==> config.mk <==
export PLATFORM = sky130hd
export DESIGN_NAME = whc_queue
export DESIGN_NICKNAME = d
export VERILOG_FILES = /design/src/whc_pkg.sv /design/src/whc_queue.sv
export SDC_FILE = /design/constraint.sdc
export NUM_CORES = 1
export LEC_CHECK = 0
export BUFFER_PORTS_ARGS = -buffer_cell sky130_fd_sc_hd__clkbuf_2
export CAP_MARGIN = 20
export CORE_UTILIZATION = 50
export DETAILED_ROUTE_END_ITERATION = 10
export GPL_TIMING_DRIVEN = 0
export PLACE_DENSITY = 0.77
export SETUP_SLACK_MARGIN = 0.1
export SYNTH_ARGS = -nofsm -noshare
export SYNTH_HDL_FRONTEND = slang
export SYNTH_SLANG_ARGS = --single-unit
==> constraint.sdc <==
create_clock -name clock -period 5.5 [get_ports clock]
set_input_delay 1.1 -clock clock [delete_from_list [all_inputs] [get_ports clock]]
set_output_delay 1.1 -clock clock [all_outputs]
set_load 0.03 [all_outputs]
==> src/whc_pkg.sv <==
// ----------------------------------------------------------------------------
// whc_pkg: shared types and constants of the weighted coverage histogram
// Holds the queue entry layout, the opcode and status codes, and the
// default sizes used by the front, the queue and the back.
// ----------------------------------------------------------------------------
`default_nettype none

package whc_pkg;

   // Bin store depth by default and widest bin index over the legal range
   localparam int BIN_COUNT_DEFAULT = 2048;
   localparam int BIN_W_MAX         = 16;

   // Field widths fixed by the interface
   localparam int POS_W    = 32;
   localparam int COV_W    = 16;
   localparam int IDX11_W  = 11;
   localparam int COUNT_W  = 63;
   localparam int WEIGHT_W = POS_W + 1;

   // Top bin floor after reset
   localparam logic [IDX11_W-1:0] TOP_BIN_FLOOR_RESET = 11'd1000;

   typedef enum logic {
      OP_ADD  = 1'b0,
      OP_READ = 1'b1
   } opcode_type;

   typedef enum logic [1:0] {
      STATUS_OK        = 2'd0,
      STATUS_CLAMPED   = 2'd1,
      STATUS_REVERSED  = 2'd2,
      STATUS_SATURATED = 2'd3
   } status_type;

   // One classified item on its way from the front to the back
   typedef struct packed {
      logic                 is_add;
      logic [BIN_W_MAX-1:0] bin;
      logic [WEIGHT_W-1:0]  weight;
      logic [IDX11_W-1:0]   top_bin;
      status_type           status;
   } entry_type;

endpackage

`default_nettype wire

==> src/whc_queue.sv <==
// ----------------------------------------------------------------------------
// whc_queue: two-entry queue between front and back
// Decouples intake from the read-modify-write of the bin store.
// ----------------------------------------------------------------------------
`default_nettype none

module whc_queue (
   input  wire logic          clock,
   input  wire logic          reset,
   input  wire logic          push,
   input  whc_pkg::entry_type push_entry,
   output logic               full,
   input  wire logic          pop,
   output whc_pkg::entry_type head,
   output logic               empty
);

   import whc_pkg::*;

   entry_type  slot_ff [2];
   logic       wr_ptr_ff;
   logic       rd_ptr_ff;
   logic [1:0] count_ff;
   logic [1:0] count_in;
   logic       do_push;
   logic       do_pop;

   assign full    = (count_ff == 2'd2);
   assign empty   = (count_ff == 2'd0);
   assign do_push = push & ~full;
   assign do_pop  = pop & ~empty;
   assign head    = slot_ff[rd_ptr_ff];

   // Next fill level
   always_comb begin
      count_in = count_ff;
      if (do_push && !do_pop) begin
         count_in = count_ff + 2'd1;
      end else if (do_pop && !do_push) begin
         count_in = count_ff - 2'd1;
      end
   end

   // Store entries
   always_ff @(posedge clock) begin
      if (do_push) begin
         slot_ff[wr_ptr_ff] <= push_entry;
      end
   end

   // Advance pointers
   always_ff @(posedge clock) begin
      if (reset) begin
         wr_ptr_ff <= 1'b0;
         rd_ptr_ff <= 1'b0;
         count_ff  <= 2'd0;
      end else begin
         if (do_push) begin
            wr_ptr_ff <= ~wr_ptr_ff;
         end
         if (do_pop) begin
            rd_ptr_ff <= ~rd_ptr_ff;
         end
         count_ff <= count_in;
      end
   end

endmodule

`default_nettype wire

==> flow_summary.json, run 1 <==
{
  "status": "completed",
  "hold_viol": 0,
  "post-dp-hpwl_mm": 5.06,
  "ant_nets": 0,
  "area_delta_synth_final_pct": 29.2,
  "p_sw_w": 0.00105,
  "cts_tree": "built",
  "fin_setup_tns_ns": 0,
  "async_reset_ff_frac": 0,
  "startpoint_type": "flop",
  "avgSynthCellArea_sq_um": 21.5,
  "synth_flop_cell": "edfxtp_1",
  "synth_area_sq_mm": 0.00475,
  "grt_usage": 0.168,
  "routedWlPerCell_um": 15.3,
  "n_antenna_cell": 0,
  "cp-end-kind": "output pin",
  "clkTransAtPathRegs_ns": 0.06,
  "timing.rr.start": "count_ff[0]",
  "met1_usage": 0.184,
  "rsz0062_at_grt": "no",
  "fin_skew_ns": 0.00587,
  "grt_pass1_vias": 2594,
  "synthMostInstantiatedCell": "edfxtp_1",
  "p_sw_frac": 0.325,
  "synth-seq-cells": 131,
  "slew_viol_final": 0,
  "clock_sinks": 131,
  "maxClockFrequency_mhz": 335,
  "finalCriticalPeriod_ns": 2.98,
  "die_h_um": 99.5,
  "grt_first_pass_wirelength_mm": 12.1,
  "portBuffers": 131,
  "whs_path_depth": 2,
  "fin_ws_ns": 2.52,
  "cts.path.max_buffers": 2,
  "required_ns": 4.40,
  "clock-root-buffer": "clkbuf_8",
  "hold_path_startpoint": "rd_ptr_ff",
  "vdd_drop_max_mv": 0.399,
  "met2_usage": 0.283,
  "drc": 0,
  "netlist.area_leader.share": 0.796,
  "ff2ff_path_depth": 4,
  "finalPower_w": 0.00322,
  "num-fill-cells": 659,
  "grt_max_degree": 64,
  "cp.arrival_ns": 1.88,
  "cp_max_fo": 10,
  "min_period_over_period": 0.542,
  "share_seq_of_total_power": 0.400,
  "core_region_area_sq_mm": 0.00924,
  "wirelength_mm": 7.88,
  "yosys.area.top_type": "edfxtp_1",
  "pin_count": 132,
  "cpMostUsedCell": "buf_2",
  "die_w_um": 99.5,
  "numCtsBuffers": 17,
  "rr_endpoint": "slot_ff[0][54]",
  "htree_levels": 4,
  "regArea_sq_mm": 0.00388,
  "design_area_sq_mm": 0.00614,
  "synth_warnings": 0,
  "rows": 35,
  "syn_nets": 289,
  "multi_input_area_sq_um": 822,
  "post_cts_buffers": 0,
  "hold_ws_ns": 0.512,
  "cts_hold_buf": 0,
  "synth_edf_count": 126,
  "hold_end": "rd_ptr_ff",
  "power_leakage_nw": 2.35,
  "first_pass_iters": 6,
  "start_util": 0.514,
  "busiest_layer": "met2",
  "dieArea_sq_mm": 0.00990,
  "finalNetCount": 440,
  "clkPwrFrac": 0.314,
  "gr-total-overflow": 0,
  "cts_resized": 0,
  "vias": 2494,
  "antenna_found_initial": 0,
  "pwr-share-comb": 0.286,
  "tightestPinTransition_ns": 0.872,
  "max_stage_delay_ns": 0.39,
  "relSlewSlack": 0.418,
  "drv_cap": 0,
  "place.gp.congestion": 0.722,
  "synth_seq_area_share": 0.817,
  "powerDensity_mw_per_mm2": 525,
  "drtIter0Drc": 82,
  "clk_latency_ns": 0.50,
  "reg2reg_slack_ns": 3.51,
  "synthTopCellsByArea": "edfxtp_1 80%, mux2_2 15%, dfxtp_1 2.1%, xor2_1 0.55%, buf_4 0.47%",
  "placed_cell_area_sq_mm": 0.00559,
  "setup_violations": 0,
  "cp_slowest_cell": "mux2_2",
  "path_class": "flop to output pin",
  "synthTopCellsByCount": "126 x edfxtp_1, 63 x mux2_2, 5 x dfxtp_1, 5 x nor2_1, 4 x buf_2",
  "ys_types": 14,
  "netlist_instances": 221,
  "drive_gt1_frac": 0.613,
  "intPower_w": 0.00217,
  "pre_cts_ws_ns": 2.76,
  "vias_per_cell": 4.85,
  "hp-class": "flop to flop",
  "crit_chain": "buf_2 > buf_2 > mux2_2 > clkbuf_2",
  "grt_use_met3": 0.0696
}
## registers in the layout (all words and copies together) (netlist names), named ones only
signal and flops:
count_ff 2, wr_ptr_ff 1, slot_ff 126, rd_ptr_ff 1
## stage by stage
stage / std cells / utilization
after floorplan: 221 / -
after global placement: 481 / 0.603
after detailed placement: 482 / 0.605
after CTS: 514 / 0.665
after global routing: 514 / 0.665
final: 514 / 0.665
## worst max path at each step
stage / slack (ns) / to / cells past startpoint / start
floorplan: 2.30 / slot_ff[1][0] / 3 / push
global placement: 1.39 / slot_ff[1][62] / 4 / push
detailed placement: 2.76 / slot_ff[0][20] / 5 / push
CTS: 2.47 / head[41] / 4 / flop
global route: 2.39 / head[35] / 4 / flop
finish: 2.52 / head[41] / 4 / flop
## area by class of cell
| class | count | share of cell area |
|---|---|---|
| clock inverters | 15 | 0.0218 |
| clock buffers | 17 | 0.0674 |
| inverters | 2 | 0.00122 |
| flip-flops and latches | 131 | 0.632 |
| repair buffers | 132 | 0.110 |
| multi-input cells | 81 | 0.134 |
| plain buffers | 7 | 0.00693 |
| well taps | 129 | 0.0263 |
## per-layer routing
| metal | part of all wire | vias up | wire (um) |
|---|---|---|---|
| li1 | - | 1176 | - |
| met1 | 0.41 | 1204 | 3250 |
| met2 | 0.51 | 105 | 4010 |
| met3 | 0.069 | 9 | 546 |
| met4 | 0.0094 | 0 | 74 |
| met5 | 0 | - | 0 |
## power groups by stage
stage	combinational (W)	sequential (W)	clock [W]
2_1_floorplan	0.000679	0.00131	0
3_5_place_dp	0.000928	0.00131	0
6_report	0.000920	0.00129	0.00101
3_3_place_gp	0.000907	0.00131	0
5_1_grt	0.000979	0.00130	0.00107
4_1_cts	0.000932	0.00129	0.00103
## kinds of logic (layout without fill, tap and decap cells)
| kind of cell | after synthesis | in the layout | synth area share |
|---|---|---|---|
| simple gates | 9 | 9 | 0.00974 |
| flops | 131 | 131 | 0.817 |
| compound gates | 5 | 5 | 0.00526 |
| buf+inv | 9 | 173 | 0.0105 |
| mux | 63 | 63 | 0.149 |
| xor+xnor | 3 | 3 | 0.00553 |
| fa+ha+maj | 1 | 1 | 0.00263 |
## critical path, delay by kind of cell, from the launching register on
| kind | cells | cell delay, ns |
|---|---|---|
| mux | 1 | 0.39 |
| flops | 1 | 0.30 |
| buf+inv | 3 | 0.71 |
## layout by cell type, fill, tap and decap left out
master and instances:
clkbuf_2 131, buf_4 3, xor2_1 3, mux2_2 63, bufinv_16 1, buf_12 1, clkbuf_16 16, inv_6 3
edfxtp_1 126, clkinv_4 3, clkinv_1 1, nor2_1 5, inv_2 1, o21ai_0 3, nor2b_2 1, dfxtp_1 5
and2_4 1, a21oi_1 2, clkinvlp_4 5, clkinv_2 2, or3_1 2, ha_1 1, inv_1 1, clkbuf_8 1
buf_2 4
Note: power is estimated with default switching activity, not from simulation.
==> run 2, diff against run 1 <==
Settings changed: ABC_AREA from default to 1, CORE_UTILIZATION 50 to 47, PLACE_DENSITY 0.77 to 0.75.
Clock period 5.5 ns to 2.7 ns, I/O delays scaled along.
==> flow_summary.json, run 2 <==
{
  "gr-total-overflow": 0,
  "path_delay_family": "buffers and inverters",
  "drc": 0,
  "cp.arrival_ns": 1.69,
  "synth_seq_area_share": 0.762,
  "cts_resized": 0,
  "hold_viol": 0,
  "fin_skew_ns": 0.00682,
  "synth_flop_cell": "edfxtp_1",
  "ff2ff_path_depth": 3,
  "crit_chain": "buf_6 > buf_12 > mux2_4 > clkbuf_2",
  "min_period_over_period": 0.827,
  "cts_tree": "built",
  "ys_types": 17,
  "drive_gt1_frac": 0.593,
  "design_area_sq_mm": 0.00664,
  "synthMostInstantiatedCell": "edfxtp_1",
  "area_delta_synth_final_pct": 30.2,
  "mostFrequentLayoutCells": "131 x clkbuf_2, 126 x edfxtp_1, 60 x mux2_4",
  "netlist_instances": 233,
  "powerDensity_mw_per_mm2": 1050,
  "avgSynthCellArea_sq_um": 21.9,
  "clock-root-buffer": "clkbuf_8",
  "maxClockFrequency_mhz": 448,
  "reg_top3": "slot_ff (126), count_ff (2)",
  "die_h_um": 106,
  "cts.path.max_buffers": 2,
  "vias_per_cell": 4.72,
  "vdd_drop_max_mv": 0.490,
  "synth_edf_count": 126,
  "place.gp.congestion": 0.650,
  "cp-end-kind": "output pin",
  "slew_viol_final": 0,
  "dieArea_sq_mm": 0.0113,
  "routedWlPerCell_um": 15.3,
  "whs_path_depth": 1,
  "grt_max_degree": 28,
  "clock_sinks": 131,
  "rows": 37,
  "cp.depth": 4,
  "post_cts_buffers": 0,
  "netlist.area_leader.share": 0.742,
  "cp_slowest_cell": "dfxtp_1",
  "numCtsBuffers": 17,
  "n_antenna_cell": 0,
  "ant_nets": 0,
  "grt_pass1_vias": 2677,
  "path_class": "flop to output pin",
  "grt_usage": 0.156,
  "path_buf_inv": 3,
  "start_util": 0.489,
  "cp_max_fo": 10,
  "finalNetCount": 455,
  "core_region_area_sq_mm": 0.0104,
  "die_w_um": 106,
  "synth_warnings": 0,
  "utilization": 0.637,
  "synth-seq-cells": 131,
  "yosys.area.top_type": "edfxtp_1",
  "synthTopCellsByCount": "126 x edfxtp_1, 60 x mux2_4, 9 x inv_1, 9 x nor2_1, 6 x buf_12",
  "post-dp-hpwl_mm": 5.66,
  "required_ns": 2.16,
  "synth_area_sq_mm": 0.00510,
  "largest_reg_flops": 126,
  "hp-class": "primary input to flop",
  "cts_hold_buf": 0,
  "portBuffers": 131,
  "synthTopCellsByArea": "edfxtp_1 74%, mux2_4 18%, buf_12 2.4%, dfxtp_1 2.0%, inv_1 0.66%",
  "tightestPinTransition_ns": 0.581,
  "power_leakage_nw": 2.68,
  "setup_violations": 0,
  "drtIter0Drc": 86,
  "vias": 2528,
  "relSlewSlack": 0.612,
  "rsz0062_at_grt": "no",
  "antenna_found_initial": 0,
  "clkTransAtPathRegs_ns": 0.06,
  "placed_cell_area_sq_mm": 0.00603,
  "syn_nets": 301,
  "first_pass_iters": 4,
  "finalCriticalPeriod_ns": 2.23,
  "drv_cap": 0,
  "clk_latency_ns": 0.50,
  "largest_register": "slot_ff",
  "pin_count": 132,
  "max_stage_delay_ns": 0.32,
  "htree_levels": 4,
  "status": "completed",
  "async_reset_ff_frac": 0,
  "layout_commonest_cell": "clkbuf_2",
  "startpoint_type": "flop",
  "wirelength_mm": 8.19,
  "grt_first_pass_wirelength_mm": 12.8
}
run 2: cell count changes after synthesis, sizes merged:
| cell | before | now |
|---|---|---|
| nand4 | 0 | 1 |
| nor2 | 5 | 9 |
| o21ai | 3 | 5 |
| nor2b | 1 | 0 |
| or3 | 2 | 0 |
| nand2 | 0 | 4 |
| xor2 | 3 | 0 |
| a21oi | 2 | 1 |
| nand3 | 0 | 1 |
| inv | 2 | 9 |
run 2: final timing paths:
kind	from	to	slack [ns]
min	push_entry[0]	slot_ff[0][0]	0.23
min reg2reg	wr_ptr_ff	wr_ptr_ff	0.55
max reg2reg	count_ff[0]	slot_ff[0][47]	1.05
max	flop	head[22]	0.47
run 2: cells by family (layout without fill, tap and decap cells):
kind of cell             count (synthesis)  after routing  share of synthesized area
multiplexers                            63             63                      0.183
AND/OR/NAND/NOR                         16             16                     0.0130
flip-flops                             131            131                      0.762
buffers and inverters                   16            183                     0.0324
adder cells (fa/ha/maj)                  1              1                    0.00245
AO/OA/AOI/OAI                            6              6                    0.00663
run 2: worst register-to-register path, stage by stage, from the launching register on:
cell	delay [ns]
dfxtp_1	0.43
o21ai_2	0.16
nor2_4	0.48
buf_12	0.27
run 2: area by class of cell:
| class | count | area (sq um) |
|---|---|---|
| Multi-Input combinational cell | 86 | 1060 |
| Buffer | 7 | 131 |
| Clock inverter | 14 | 186 |
| Fill cell | 768 | 3780 |
| Tap cell | 136 | 170 |
| Clock buffer | 18 | 418 |
| Timing Repair Buffer | 135 | 751 |
| Inverter | 9 | 33.8 |
| Sequential cell | 131 | 3880 |
run 2: where the power goes:
group          total (W)  internal (W)  switching, W
combinational    0.00204      0.000839       0.00120
clock            0.00229       0.00149      0.000798
sequential       0.00265       0.00257     0.0000808
run 2: layer usage:
metal	global-route usage	vias up	routed length [um]
met5	0	-	0
met4	0.0635	0	74
met3	0.0687	5	574
met2	0.260	92	4210
met1	0.175	1215	3330
li1	-	1216	-
run 2: per-stage QoR:
step                      power, W  TNS (ns)  worst slack [ns]  hold WS (ns)  std cells
final                      0.00698         0             0.468         0.228        536
after detailed placement   0.00476         0             0.865         0.534        504
after floorplan            0.00422         0            0.0264         0.492        233
after CTS                  0.00706         0             0.418         0.193        536
after global routing       0.00726         0             0.372         0.185        536
after global placement     0.00467   -132.72             -1.06         0.498        500
