===== src/whc_pkg.sv =====
// ----------------------------------------------------------------------------
// whc_pkg: shared types and constants of the weighted coverage histogram
// Holds the queue entry layout, the opcode and status codes, and the
// default sizes used by the front, the queue and the back.
// ----------------------------------------------------------------------------
`default_nettype none

package whc_pkg;

   // Bin store depth by default and widest bin index over the legal range
   localparam int BIN_COUNT_DEFAULT = 2048;
   localparam int BIN_W_MAX         = 16;

   // Field widths fixed by the interface
   localparam int POS_W    = 32;
   localparam int COV_W    = 16;
   localparam int IDX11_W  = 11;
   localparam int COUNT_W  = 63;
   localparam int WEIGHT_W = POS_W + 1;

   // Top bin floor after reset
   localparam logic [IDX11_W-1:0] TOP_BIN_FLOOR_RESET = 11'd1000;

   typedef enum logic {
      OP_ADD  = 1'b0,
      OP_READ = 1'b1
   } opcode_type;

   typedef enum logic [1:0] {
      STATUS_OK        = 2'd0,
      STATUS_CLAMPED   = 2'd1,
      STATUS_REVERSED  = 2'd2,
      STATUS_SATURATED = 2'd3
   } status_type;

   // One classified item on its way from the front to the back
   typedef struct packed {
      logic                 is_add;
      logic [BIN_W_MAX-1:0] bin;
      logic [WEIGHT_W-1:0]  weight;
      logic [IDX11_W-1:0]   top_bin;
      status_type           status;
   } entry_type;

endpackage

`default_nettype wire


===== src/whc_front.sv =====
// ----------------------------------------------------------------------------
// whc_front: item intake and classification
// Takes items, clamps the bin, finds the interval weight and the reversed
// case, tracks the highest bin seen and the top bin floor, and pushes one
// classified entry per item into the queue.
// ----------------------------------------------------------------------------
`default_nettype none

module whc_front #(
   parameter int BIN_COUNT = whc_pkg::BIN_COUNT_DEFAULT
) (
   input  wire logic                         clock,
   input  wire logic                         reset,
   input  wire logic                         req_push,
   output logic                              req_full,
   input  wire logic                         req_opcode,
   input  wire logic [whc_pkg::POS_W-1:0]    req_start_pos,
   input  wire logic [whc_pkg::POS_W-1:0]    req_end_pos,
   input  wire logic [whc_pkg::COV_W-1:0]    req_coverage,
   input  wire logic [whc_pkg::IDX11_W-1:0]  req_read_bin,
   input  wire logic                         csr_write_enable,
   input  wire logic [whc_pkg::IDX11_W-1:0]  csr_write_data,
   input  wire logic                         clear_busy,
   input  wire logic                         q_full,
   output logic                              q_push,
   output whc_pkg::entry_type                q_entry
);

   import whc_pkg::*;

   localparam int IDX_W = $clog2(BIN_COUNT);
   localparam int CMP_W = BIN_W_MAX + 1;
   localparam logic [CMP_W-1:0] LAST_BIN = CMP_W'(BIN_COUNT - 1);

   logic [IDX11_W-1:0]   floor_ff;
   logic [IDX_W-1:0]     highest_ff;
   logic [IDX_W-1:0]     highest_in;
   logic                 accept;
   logic                 is_add;
   logic [CMP_W-1:0]     level;
   logic                 clamped;
   logic [BIN_W_MAX-1:0] bin;
   logic [IDX_W-1:0]     bin_idx;
   logic                 reversed;
   logic [CMP_W-1:0]     top_wide;
   status_type           status;

   // Hold off intake while the store is being cleared or the queue is full
   assign req_full = clear_busy | q_full;
   assign accept   = req_push & ~req_full;
   assign q_push   = accept;

   // Clamp the selected level into the store
   always_comb begin
      is_add = (opcode_type'(req_opcode) == OP_ADD);
      if (is_add) begin
         level = {1'b0, req_coverage};
      end else begin
         level = {(CMP_W - IDX11_W)'(0), req_read_bin};
      end
      clamped = (level > LAST_BIN);
      bin     = clamped ? LAST_BIN[BIN_W_MAX-1:0] : level[BIN_W_MAX-1:0];
      bin_idx = bin[IDX_W-1:0];
   end

   // Track the highest bin touched by an add
   always_comb begin
      highest_in = highest_ff;
      if (accept && is_add && (bin_idx > highest_ff)) begin
         highest_in = bin_idx;
      end
   end

   // Top bin with this item counted, capped at the last bin
   always_comb begin
      logic [IDX_W-1:0] high_now;
      high_now = (is_add && (bin_idx > highest_ff)) ? bin_idx : highest_ff;
      if ({(CMP_W - IDX11_W)'(0), floor_ff} > {(CMP_W - IDX_W)'(0), high_now}) begin
         top_wide = {(CMP_W - IDX11_W)'(0), floor_ff};
      end else begin
         top_wide = {(CMP_W - IDX_W)'(0), high_now};
      end
      if (top_wide > LAST_BIN) begin
         top_wide = LAST_BIN;
      end
   end

   // Classify the item
   always_comb begin
      reversed = is_add && (req_end_pos < req_start_pos);
      if (reversed) begin
         status = STATUS_REVERSED;
      end else if (clamped) begin
         status = STATUS_CLAMPED;
      end else begin
         status = STATUS_OK;
      end
      q_entry.is_add  = is_add & ~reversed;
      q_entry.bin     = bin;
      q_entry.weight  = {1'b0, req_end_pos} - {1'b0, req_start_pos} + WEIGHT_W'(1);
      q_entry.top_bin = top_wide[IDX11_W-1:0];
      q_entry.status  = status;
   end

   // Floor register and highest bin seen
   always_ff @(posedge clock) begin
      if (reset) begin
         floor_ff   <= TOP_BIN_FLOOR_RESET;
         highest_ff <= '0;
      end else begin
         if (csr_write_enable) begin
            floor_ff <= csr_write_data;
         end
         highest_ff <= highest_in;
      end
   end

endmodule

`default_nettype wire


===== config.mk =====
export PLATFORM = sky130hd
export DESIGN_NAME = whc_front
export DESIGN_NICKNAME = d
export VERILOG_FILES = /design/src/whc_pkg.sv /design/src/whc_front.sv
export SDC_FILE = /design/constraint.sdc
export NUM_CORES = 1
export LEC_CHECK = 0
export BUFFER_PORTS_ARGS = -buffer_cell sky130_fd_sc_hd__buf_2
export CORE_AREA = 2 2 128 130
export DETAILED_ROUTE_END_ITERATION = 12
export DIE_AREA = 0 0 130 132
export PLACE_DENSITY = 0.55
export SYNTH_ARGS = -nofsm -noshare
export SYNTH_HDL_FRONTEND = slang
export SYNTH_SLANG_ARGS = --single-unit

===== constraint.sdc =====
create_clock -name clock -period 5.08 [get_ports clock]
set_input_delay 0.508 -clock clock [delete_from_list [all_inputs] [get_ports clock]]
set_output_delay 0.508 -clock clock [all_outputs]
set_load 0.01 [all_outputs]

==> results of run 1 <==
==> placed cells by master (no fill, tap or decap), types with 3 or more instances in the layout <==
cell	instances
a211oi_1	3
a21o_1	5
a21oi_1	43
a21oi_2	7
a311o_1	3
and2_1	4
buf_2	166
buf_4	32
buf_6	5
clkbuf_16	3
conb_1	5
dfxtp_1	22
fa_1	16
ha_1	85
inv_1	119
mux2i_1	32
mux2i_2	3
nand2_1	34
nand2b_1	6
nand3_1	6
nand3b_1	3
nand4_1	7
nor2_1	56
nor2_2	4
nor2b_1	11
nor3_1	11
nor4_1	3
o211ai_1	8
o21a_1	7
o21ai_0	20
o21ai_1	4
o21bai_1	5
or2_2	4
xnor2_1	20
xor2_1	6
==> cell type report <==
class                   instances  area, um2  share of cell area [%]
multi-input cells             468       3850                    61.9
clock buffers                   4       88.8                    1.43
flip-flops and latches         22        440                    7.07
repair buffers                203       1130                    18.1
inverters                     119        447                    7.17
well taps                     216        270                    4.34
==> flip-flops by register name (all words and copies together) (netlist names) <==
signal,cells
floor_ff,11
highest_ff,11
==> worst max path at each step <==
stage | end | slack [ps]
5_1_grt | q_entry[2] | -490
6_report | q_entry[2] | -290
3_3_place_gp | q_entry[8] | -330
2_1_floorplan | q_entry[2] | -150
4_1_cts | q_entry[2] | -260
3_5_place_dp | q_entry[2] | -380
==> critical path, delay by kind of cell <==
family | cells | cell delay (ps)
simple gates | 5 | 1280
compound gates | 7 | 1370
buf+inv | 4 | 580
mux | 2 | 480
fa+ha+maj | 2 | 630
==> power groups by stage <==
| stage | logic, mW | clock network [mW] | registers (mW) |
|---|---|---|---|
| after global placement | 0.739 | 0 | 0.191 |
| after floorplan | 0.477 | 0 | 0.188 |
| after CTS | 0.760 | 0.189 | 0.187 |
| final | 0.764 | 0.183 | 0.187 |
| after global routing | 0.857 | 0.195 | 0.188 |
| after detailed placement | 0.739 | 0 | 0.190 |
==> metal layers <==
layer  vias up  part of all wire (%)
met3         7                   4.0
li1       2483                     -
met2        92                    47
met5         -                     0
met1      2103                    48
met4         0                  0.58
==> stage by stage <==
| step | setup slack (ps) | std cells | area [um2] |
|---|---|---|---|
| CTS | -260 | 1032 | 6150 |
| global placement | -328 | 1022 | 5960 |
| global route | -491 | 1032 | 6230 |
| detailed placement | -382 | 1022 | 5960 |
| floorplan | -153 | 624 | 4730 |
| finish | -295 | 1032 | 6230 |
==> cell families (layout without fill, tap and decap cells) <==
logic type	Yosys count	count (layout)	synth area share (%)
AND/OR/NAND/NOR	159	160	16.2
AO/OA/AOI/OAI	135	135	19.4
buffers and inverters	135	326	11.4
adder cells (fa/ha/maj)	103	103	30.2
multiplexers	39	39	8.43
XOR/XNOR	26	26	4.88
flip-flops	22	22	9.45
other	1	5	0.0804
==> what timing repair did <==
| action | in CTS | in global routing |
|---|---|---|
| setup endpoints to repair | 11 | 11 |
| pin swaps | 7 | 8 |
| buffers inserted | 5 | 2 |
| cloned | 1 | 0 |
| gates resized for setup | 12 | 17 |
| hold buffers | 0 | 0 |
==> flow_metrics.py, run 1 <==
metrics = {
    "synth": {
        "ys_seq_area_share_pct": 9.45,
        "synth.most_common_cell": "inv_1",
        "synth_largest_area_cell": "ha_1",
        "synth_enable_flop_cells": 0,
        "netlist_area_um2": 4660,
        "ys_warn_count": 0,
        "synth.distinct_cells": 64,
        "ys_ff_latch": 22,
        "synth_top_area_share_pct": 23.3,
        "syn_inst": 620,
        "synthArstFlopShare_pct": 0,
        "syn_area_per_cell_um2": 7.52,
        "synth_top_flop_cell": "dfxtp_1",
        "synth_area_leaders": "ha_1 23%, inv_1 9.6%, dfxtp_1 9.4%, mux2i_1 7.9%, fa_1 6.9%",
        "synthTopCellsByCount": "119 x inv_1, 87 x ha_1, 61 x nor2_1",
    },
    "power": {
        "p_int_mw": 0.656,
        "total_power_mw": 1.13,
        "clockPowerShare_pct": 16.2,
        "seqPwrFrac_pct": 16.5,
        "power.leakage_nw": 3.19,
        "peakVddDrop_v": 0.000134,
        "switching_share_pct": 42.2,
        "switching_power_mw": 0.478,
        "power_frac_comb_pct": 67.3,
        "powerDensity_nw_per_um2": 182,
    },
    "clocking": {
        "cts.sinks": 22,
        "cts_tree": "done",
        "clk_pin_slew_ps": 60,
        "root_buffer": "clkbuf_16",
        "clk_latency_ps": 250,
        "numCtsBuffers": 3,
        "htreeDepth": 1,
        "cts_max_path_buffers": 2,
    },
    "layout": {
        "n_antenna_cell": 0,
        "fillers": 1688,
        "fin_nets": 1029,
        "postLayoutCoreUtil_pct": 39.6,
        "drive_gt1_share_pct": 30.4,
        "syn2layout_area_growth_pct": 33.6,
    },
    "global_routing": {
        "antenna_found_initial": 0,
        "grt_overflow": 0,
        "grt_util_met3_pct": 1.75,
        "first_global_vias": 4583,
        "grt_max_degree": 18,
        "busiest_layer": "met2",
        "grt_usage_pct": 15.1,
        "grt_pass1_wl_mm": 21.6,
        "use_met1_pct": 20.6,
        "gr-usage-met2_pct": 26.4,
    },
    "detailed_routing": {
        "ant_nets": 0,
        "vias": 4685,
        "first_pass_iters": 4,
        "viasPerCell": 4.54,
        "wl_mm": 13.2,
        "remaining_drc_errors": 0,
        "wl_per_cell_um": 12.8,
        "drtIter0Drc": 170,
    },
    "outcome": {
        "status": "complete, but fails checks",
        "violations": "setup timing",
    },
    "hold_path": {
        "hp-class": "input pin to register",
        "hp-start": "csr_write_data[7]",
        "holdPathEnd": "floor_ff[7]$_SDFFE_PP1P_",
        "whs_path_depth": 3,
    },
    "timing": {
        "slew_viol_final": 0,
        "rsz0062_at_grt": "yes",
        "post-route-period-util_pct": 106,
        "relSlewSlack_pct": 57.5,
        "setup_tns_ps": -2290,
        "whs_ps": 466,
        "setup_viol": 11,
        "finalClockSkew_ps": 2.11,
        "finalCriticalPeriod_ps": 5370,
        "hold_viol": 0,
        "setup_ws_ps": -295,
        "fmax_ghz": 0.186,
        "tightest_slew_ps": 638,
    },
    "setup_path": {
        "cp-start-kind": "input pin",
        "cp.arrival_ps": 4870,
        "cp_slowest_cell": "or4_4",
        "crit_path_start": "req_coverage[12]",
        "critical_path_required_ps": 4570,
        "cpPeakStageDelay_ps": 530,
        "worst-path-max-fanout": 7,
        "cp-end-kind": "primary output",
        "r2r-end": "highest_ff[3]$_SDFFE_PP0P_",
        "reg2regPathDepth": 13,
        "worstPathCellList": "buf_6, or4_4, or3_4, nor2_2, a21oi_2, ha_1, nor2b_1, o21a_1, o21ai_1, nand2_1, o31a_1, buf_6, mux2i_4, ha_1, a2111o_1, o22ai_2, a41oi_2, buf_4, mux2_4, buf_6",
        "r2r_start": "highest_ff[4]$_SDFFE_PP0P_",
        "reg2reg_slack_ps": 2350,
        "crit_top_cell": "buf_6",
        "path_class": "input pin to primary output",
    },
    "floorplan": {
        "dieArea_um2": 17200,
        "fp-row-count": 46,
        "core_um2": 15700,
        "die_h_um": 132,
        "num_io_pins": 174,
        "initial_core_util_pct": 29.7,
        "die_w_um": 130,
    },
    "placed_design": {
        "io_buffers": 168,
        "place_hpwl_mm": 11.6,
        "gp_congestion": 0.835,
    },
    "run": {
        "max-cap-violations": 0,
    },
}
Note: power is estimated with default switching activity, not from simulation.
==> run 2: changes to the inputs <==
CORE_AREA = 2 2 105 107   (was 2 2 128 130)
DIE_AREA = 0 0 107 109   (was 0 0 130 132)
HOLD_SLACK_MARGIN = 0.15   (was not set)
PLACE_DENSITY = 0.76   (was 0.55)
==> flow_metrics.py, run 2 (synthesis results as in run 1) <==
metrics = {
    "setup_path": {
        "reg2regPathDepth": 12,
        "cp_top_family": "simple AND/OR/NAND/NOR gates",
        "reg2reg_slack_ps": 2440,
        "cpPeakStageDelay_ps": 530,
        "cp-end-kind": "primary output",
        "crit_path_start": "req_coverage[12]",
        "cp-start-kind": "input pin",
        "cp_slowest_cell": "or4_4",
        "path_class": "input pin to primary output",
        "r2r_start": "highest_ff[4]$_SDFFE_PP0P_",
        "r2r-end": "highest_ff[4]$_SDFFE_PP0P_",
        "cp.arrival_ps": 4910,
        "path_buf_inv": 6,
        "worst-path-max-fanout": 6,
        "crit_top_cell": "buf_6",
        "critical_path_required_ps": 4570,
    },
    "detailed_routing": {
        "vias": 4895,
        "ant_nets": 0,
        "drtIter0Drc": 176,
        "wl_mm": 12.9,
        "viasPerCell": 5.09,
        "first_pass_iters": 6,
        "wl_per_cell_um": 13.5,
        "remaining_drc_errors": 0,
    },
    "layout": {
        "n_antenna_cell": 0,
        "fillers": 1004,
        "final_cell_count_no_fill": 961,
        "syn2layout_area_growth_pct": 31.4,
        "fin_nets": 1035,
        "drive_gt1_share_pct": 30.6,
        "final_cell_mix": "165 x buf_2, 119 x inv_1, 86 x ha_1",
        "final_common_cell": "buf_2",
        "top_regs": "floor_ff x11, highest_ff x11",
        "postLayoutCoreUtil_pct": 57.8,
    },
    "floorplan": {
        "core_um2": 10600,
        "dieArea_um2": 11700,
        "initial_core_util_pct": 44.0,
        "num_io_pins": 174,
        "fp-row-count": 38,
        "die_h_um": 109,
        "die_w_um": 107,
    },
    "global_routing": {
        "first_global_vias": 4739,
        "grt_usage_pct": 21.3,
        "grt_overflow": 0,
        "grt_pass1_wl_mm": 20.6,
        "grt_max_degree": 18,
        "antenna_found_initial": 3,
    },
    "power": {
        "power_frac_comb_pct": 72.4,
        "switching_share_pct": 44.1,
        "powerDensity_nw_per_um2": 174,
        "switching_power_mw": 0.470,
        "p_int_mw": 0.595,
        "peakVddDrop_v": 0.000164,
        "clockPowerShare_pct": 10.0,
        "seqPwrFrac_pct": 17.6,
        "power.leakage_nw": 3.21,
    },
    "clocking": {
        "numCtsBuffers": 3,
        "htreeDepth": 1,
        "cts_hold_buf": 0,
        "cts_max_path_buffers": 2,
        "cts_tree": "done",
        "clk_pin_slew_ps": 70,
        "root_buffer": "clkbuf_8",
        "cts.sinks": 22,
        "clk_latency_ps": 260,
    },
    "placed_design": {
        "place_hpwl_mm": 10.9,
        "place_inst": 949,
        "pre_cts_ws_ps": -351,
        "io_buffers": 168,
        "gp_congestion": 0.903,
    },
    "timing": {
        "post-route-period-util_pct": 107,
        "finalCriticalPeriod_ps": 5420,
        "finalClockSkew_ps": 3.88,
        "whs_ps": 460,
        "setup_viol": 11,
        "hold_viol": 0,
        "rsz0062_at_grt": "yes",
        "setup_ws_ps": -342,
        "tightest_slew_ps": 663,
        "setup_tns_ps": -3200,
        "slew_viol_final": 0,
        "fmax_ghz": 0.184,
        "relSlewSlack_pct": 55.8,
    },
    "outcome": {
        "violations": "setup timing",
        "status": "complete, but fails checks",
    },
    "run": {
        "max-cap-violations": 0,
    },
    "hold_path": {
        "whs_path_depth": 3,
        "hp-class": "input pin to register",
        "hp-start": "csr_write_data[7]",
        "holdPathEnd": "floor_ff[7]$_SDFFE_PP1P_",
    },
}
run 2: changes by cell type in the layout (fill, tap and decap cells not counted), sizes merged:
cell	before	now
clkbuf	4	3
buf	203	209
run 2: worst max path at each step:
stage	to	cells after the start
floorplan	q_entry[2]	23
global placement	q_entry[2]	24
detailed placement	q_entry[7]	25
CTS	q_entry[7]	25
global route	q_entry[7]	25
finish	q_entry[7]	25
run 2: repair_timing:
| item | in CTS | in global routing |
|---|---|---|
| setup endpoints to repair | 11 | 11 |
| cloned | 1 | 0 |
| buffers inserted | 7 | 2 |
| resized for setup | 10 | 23 |
| pin swaps | 7 | 11 |
run 2: per-stage QoR:
stage          power (mW)  cell area [um2]
2_1_floorplan       0.665             4730
3_3_place_gp        0.925             5900
3_5_place_dp        0.933             5900
4_1_cts              1.06             6040
5_1_grt              1.16             6130
6_report             1.07             6130
run 2: layout make-up:
class | count | area, um2 | share of cell area [%]
sequential | 22 | 440 | 7.19
inverter | 119 | 447 | 7.29
timing repair buffer | 209 | 1190 | 19.4
multi-input combinational | 468 | 3830 | 62.5
tap | 140 | 175 | 2.86
clock buffer | 3 | 41.3 | 0.674
run 2: layer usage:
metal | GRT usage, % | wire [um] | share of wire [%]
met3 | 3.41 | 684 | 5.3
met5 | 0 | 13 | 0.10
met2 | 40.2 | 6460 | 50
met1 | 25.0 | 5510 | 43
met4 | 5.84 | 265 | 2.0
run 2: worst register-to-register path: stages (launching register included):
cell,delay [ps]
dfxtp_1,380
inv_1,70
ha_1,290
buf_4,100
nand4_1,70
nor2_1,140
o21ai_1,80
nand2_1,60
o31a_1,210
buf_4,200
and2_1,570
mux2i_1,270
nor2_1,60
run 2: power groups by stage:
stage	Combinational (mW)	Clock (mW)	Sequential [mW]
floorplan	0.477	0	0.188
global placement	0.735	0	0.190
detailed placement	0.742	0	0.191
CTS	0.759	0.110	0.187
global route	0.853	0.115	0.188
finish	0.771	0.107	0.187
